$ cat config.mk
export PLATFORM = sky130hd
export DESIGN_NAME = bhm_divider
export DESIGN_NICKNAME = d
export VERILOG_FILES = /design/src/design/bucketed_hash_map_top_macros.svh /design/src/design/bhm_divider.sv
export SDC_FILE = /design/constraint.sdc
export NUM_CORES = 1
export LEC_CHECK = 0
export BUFFER_PORTS_ARGS = -buffer_cell sky130_fd_sc_hd__buf_2
export CAP_MARGIN = 5
export CORE_ASPECT_RATIO = 0.75
export CORE_MARGIN = 8
export CORE_UTILIZATION = 30
export DETAILED_ROUTE_END_ITERATION = 8
export GPL_TIMING_DRIVEN = 0
export PLACE_DENSITY = 0.56
export SLEW_MARGIN = 20
export SYNTH_ARGS = -nofsm -noshare
export SYNTH_HDL_FRONTEND = slang
export SYNTH_SLANG_ARGS = --single-unit
$ cat constraint.sdc
create_clock -name clk -period 2.2 [get_ports clk]
set_input_delay 0.11 -clock clk [delete_from_list [all_inputs] [get_ports clk]]
set_output_delay 0.11 -clock clk [all_outputs]
set_load 0.01 [all_outputs]
$ cat src/design/bucketed_hash_map_top_macros.svh
// Assertion macros for the bucketed hash map.
// Used by bucketed_hash_map_top only.
`ifndef BUCKETED_HASH_MAP_TOP_MACROS_SVH
`define BUCKETED_HASH_MAP_TOP_MACROS_SVH
// implication checked every clock outside reset
`define BHM_ASSERT_IMP(label, clk, rst_n, a, c, msg) \
	label: assert property (@(posedge clk) disable iff (!rst_n) (a) |-> (c)) else $error(msg);
// next-cycle implication
`define BHM_ASSERT_NXT(label, clk, rst_n, a, c, msg) \
	label: assert property (@(posedge clk) disable iff (!rst_n) (a) |=> (c)) else $error(msg);
`endif

$ cat src/design/bhm_divider.sv
// Iterative restoring modulo: 32-bit key mod a divisor, one bit per cycle.
// Depends on nothing.
module bhm_divider #(
	parameter int DW = 17
) (
	input  logic          clk,
	input  logic          arst_n,
	input  logic          start,
	input  logic [31:0]   dividend,
	input  logic [DW-1:0] divisor,
	output logic          done,
	output logic [DW-1:0] remainder
);
	logic [31:0]   quo_q;
	logic [DW:0]   rem_q;
	logic [5:0]    cnt_q;
	logic          busy_q;
	logic          done_q;
	logic [DW:0]   trial;
	assign trial = {rem_q[DW-1:0], quo_q[31]} - {1'b0, divisor};
	always_ff @(posedge clk or negedge arst_n) begin
		if (!arst_n) begin
			busy_q <= 1'b0;
			cnt_q  <= '0;
			done_q <= 1'b0;
		end else begin
			// done follows the last step, when the remainder is final
			done_q <= busy_q && (cnt_q == 6'd1);
			if (start) begin
				busy_q <= 1'b1;
				cnt_q  <= 6'd32;
			end else if (busy_q) begin
				cnt_q <= cnt_q - 6'd1;
				if (cnt_q == 6'd1) busy_q <= 1'b0;
			end
		end
	end
	always_ff @(posedge clk) begin
		if (start) begin
			quo_q <= dividend;
			rem_q <= '0;
		end else if (busy_q) begin
			quo_q <= {quo_q[30:0], 1'b0};
			if (!trial[DW]) rem_q <= trial;
			else rem_q <= {rem_q[DW-1:0], quo_q[31]};
		end
	end
	assign done = done_q;
	assign remainder = rem_q[DW-1:0];
endmodule

==> Word level (Yosys, flattened, before mapping) <==
Cells that the tools add are included.
{ "totals": {"regBits": 57, "output_inout_bits": 18, "in_bits": 52, "wordCells": 18} }
{ "classes": {"mux": 8, "n_eq_ne": 1, "n_addsub": 2, "n_reduce_logical": 2} }
{ "op_table": {"columns": ["operator", "count"], "rows": [
  ["two-way mux 32 bit", 2],
  ["subtractor 18 x 17 -> 18 bit", 1],
  ["two-way mux 17 bit", 1],
  ["two-way mux 6 bit", 2],
  ["== test 6 x 1 -> 1 bit, second input constant", 1],
  ["subtractor 6 x 1 -> 6 bit, second input constant", 1],
  ["two-way mux 1 bit", 3],
  ["nonzero test 2 bit", 1],
  ["logical AND 1 bit", 1]
]} }

==> Longest topological paths before layout <==
{ "depth": {"ltp_word": 4, "depth_mapped": 10} }

==> Worst setup path after synthesis <==
Ideal clock, no wire load.
{ "synth_timing": {"path_kind": "reg2reg", "startpoint": "reg rem_q[15]", "endpoint": "reg rem_q[13]", "t_arrival_ns": 2.176, "slack_ns": -0.064, "n_path_buf": 0, "path_stages_with_launch": 8, "period_less_slack_ns": 2.264, "cell_sequence": "dfxtp_1 -> ha_1 -> and4_4 -> and2_4 -> a22oi_4 -> a31oi_4 -> or4_1 -> a311oi_2"} }
{ "synth_via": {"elab_chain_len": 2} }
{ "synth_lines": {"columns": ["item", "line_no", "rtl"], "rows": [
  ["from (decl)", "bhm_divider.sv:15", "logic [DW:0] rem_q;"],
  ["from (signal assigned)", "bhm_divider.sv:44", "if (!trial[DW]) rem_q <= trial;"],
  ["from (signal assigned)", "bhm_divider.sv:45", "else rem_q <= {rem_q[DW-1:0], quo_q[31]};"],
  ["subtractor 18 x 17 -> 18 bit", "bhm_divider.sv:20", "assign trial = {rem_q[DW-1:0], quo_q[31]} - {1'b0, divisor};"],
  ["two-way mux 17 bit", "bhm_divider.sv:44", null]
]} }
Every way passes these cells.
A chain may end at the register's enable or synchronous reset.

==> Worst setup path in the final report <==
{ "layout_timing": {"startpoint": "reg rem_q[7]", "endpoint": "reg rem_q[13]"} }
Same word-level chain as after synthesis.

==> impl_metrics.yaml <==
outcome:
  status: "finished, violations left"
  violations: "setup timing"
setup_path:
  cpLargestDelayFamily: "compound AO/OA/AOI/OAI gates"
  crit_top_cell: "buf_6"
  path_cells: "ha_4 > buf_6 > a21oi_4 > o21ai_4 > buf_6 > and2_4 > o31a_1 > or4_4 > a311oi_2"
  worstSetupEndpointType: "flip-flop"
  startpoint_type: "flip-flop"
  cp_max_fo: 4
  critical_path_buf_inv_count: 2
  crit_type: "reg -> reg"
  arrival_ns: 2.61
  slowest_stage: "or4_4"
  cp.depth: 9
  max_stage_delay_ns: 0.54
  r2r_cells: 9
  crit_required_ns: 2.44
grt:
  grt_start_max_net_pins: 33
  grt_pass1_wl_mm: 17.33
  overflow: 0
  grtUsageTotal_pct: 13.60
  grt_pass1_vias: 3373
  antenna_found_initial: 0
clock_tree:
  cts_tree: "done"
  clk_pin_slew_ns: 0.06
  insertion_delay_ns: 0.33
  cts_sinks: 57
  htree_levels: 3
  cts-root-buf: "clkbuf_16"
  cts_buffers: 9
  cts_buffer_depth: 2
sta:
  max_freq_ghz: 0.4220
  hold_viol: 0
  rsz0062_at_grt: "yes"
  setup-violations-final: 13
  layout_min_cycle_time_ns: 2.370
  tightest_slew_ns: 0.7754
  skew_ns: 0.004567
  postLayoutSetupSlackWorst_ns: -0.1695
  max_slew_margin_pct: 48.31
  whs_ns: 0.06695
  post-route-period-util_pct: 107.7
  slew_violations: 0
cells_and_area:
  fillers: 1165
  final_common_cell: "buf_2"
  diodes: 0
  syn_to_final_growth_pct: 45.10
  layout-drive-gt1-share_pct: 52.08
  fin_nets: 547
  mostFrequentLayoutCells: "71 x buf_2, 33 x nor2_1, 32 x edfxtp_1, 31 x mux2_2, 25 x buf_4"
floorplanning:
  core_um2: 12130
  die_area_um2: 16150
  die_h_um: 112.1
  die_w_um: 144.1
  rows: 35
  io_pins: 70
  initial_utilization_pct: 30.44
drt:
  via_per_inst: 5.163
  drt_iter0_drc: 200
  detail-route-antenna-nets: 0
  vias: 3335
  drc: 0
  drtPass1Iterations: 5
  wirelength_mm: 11.15
  wl_per_cell_um: 17.27
synth:
  ys.flop_type: "edfxtp_1"
  synth_cells: 363
  synthMuxAreaShare_pct: 9.454
  synth-xor-area-share_pct: 2.609
  synthAdderAreaFrac_pct: 6.981
  avgSynthCellArea_um2: 10.17
  synth-simple-area-share_pct: 14.64
  synth-edff-count: 32
  yosys_warnings: 0
  synth.top_cell.area_share_pct: 26.03
  netlist_top_cells_area: "edfxtp_1 26%, mux2_2 9.5%, dfxtp_1 9.2%, ha_1 6.4%, dfrtp_1 5.4%"
  yosysUniqueCellTypes: 63
  synth_seq_area_share_pct: 40.66
  synth_compound_area_share_pct: 20.26
  syn_nets: 435
  yosys.area.top_type: "edfxtp_1"
  synth_top_family_by_area: "compound AO/OA/AOI/OAI gates"
  synth_seq_cells: 57
  synth.cell_area_um2: 3692
  async_flop_share_pct: 14.04
flow_run:
  maxCapViolations: 0
power_and_ir_drop:
  power_density_nw_per_um2: 1235
  ir_worst_vdd_mv: 0.5218
  leakage_nw: 2.180
  finalPower_w: 0.006618
placed_design:
  hpwlAfterDp_mm: 7.507
  port_buffers: 69
  gp_congestion: 0.8429
worst_hold_path:
  hold_path_class: "in -> reg"
  holdPathStages: 2
-- metrics by stage --
stage | cell area (µm²) | cells | util (%) | setup WS (ns) | TNS [ns]
global route | 5358 | 646 | 44.17 | -0.2323 | -1.908
CTS | 5120 | 640 | 42.21 | -0.1377 | -0.6707
detailed placement | 4360 | 598 | 35.95 | -0.3587 | -3.854
global placement | 4360 | 598 | 35.95 | -0.3918 | -3.785
finish | 5358 | 646 | 44.17 | -0.1695 | -0.7029
floorplan | 3807 | 363 | - | 0.0002129 | 0
-- cell type report --
class | count | area (µm²) | area share (%)
multi-input combinational | 265 | 2446 | 45.66
clock buffer | 9 | 225.2 | 4.204
buffer | 17 | 146.4 | 2.732
timing repair buffer | 101 | 614.3 | 11.47
sequential | 57 | 1534 | 28.63
clock inverter | 7 | 93.84 | 1.752
tap | 166 | 207.7 | 3.877
inverter | 24 | 90.09 | 1.681
-- final timing paths --
check | startpoint | endpoint | slack (ns)
hold / removal | dividend[0] | quo_q[0] | 0.07
min in group asynchronous | arst_n | cnt_q[1] | 0.16
setup reg to reg | rem_q[7] | rem_q[13] | -0.17
hold reg to reg | rem_q[4] | rem_q[5] | 0.50
max in group asynchronous | arst_n | cnt_q[5] | 1.87
setup / recovery | rem_q[7] | rem_q[13] | -0.17
-- Yosys cell counts, types with 5 or more instances --
cell      count
a21o_1        6
a21oi_1      19
a311oi_1     11
buf_2         6
buf_6         5
dfrtp_1       8
dfxtp_1      17
edfxtp_1     32
ha_1         19
inv_1        23
mux2_2       31
nand2_1      14
nand2b_1      8
nand3_1       8
nand4_1       8
nor2_1       34
nor3_1        6
o21ai_0      24
or3_1         5
xnor2_1       9
-- sequential cells by signal, indices dropped and copies added (netlist names) --
register / flops
busy_q: 1
done: 1
quo_q: 32
rem_q: 17
cnt_q: 6
-- layer usage --
| metal | share of wire [%] | global-route usage [%] | vias to the layer above |
|---|---|---|---|
| met4 | 1.8 | 4.682 | 0 |
| met1 | 47 | 18.20 | 1635 |
| met5 | 0 | 0 | - |
| li1 | - | - | 1585 |
| met3 | 5.9 | 3.011 | 17 |
| met2 | 45 | 21.10 | 98 |
-- cell families after synthesis --
kind of cell,count (synthesis)
xor gates and xnor gates,11
buffers and inverters,41
muxes,31
and+or+nand+nor,102
adders and majority gates,20
DFF,57
AOI/OAI and AO/OA,101
-- power breakdown --
| part | total (W) | leakage (nW) | switching, W | internal, W |
|---|---|---|---|---|
| Sequential | 0.00173 | 0.584 | 0.000279 | 0.00145 |
| Combinational | 0.00336 | 1.44 | 0.00173 | 0.00163 |
| Clock | 0.00152 | 0.152 | 0.000533 | 0.000990 |
-- timing repair --
action / in CTS / in global routing
resized for setup: 67 / 43
endpoints found under the hold margin: 8 / 0
hold buffers: 1 / 0
cloned: 2 / 0
setup endpoints to repair: 16 / 16
buffers inserted: 23 / 6
pin swaps: 41 / 19
(Power assumes the default switching activity.)
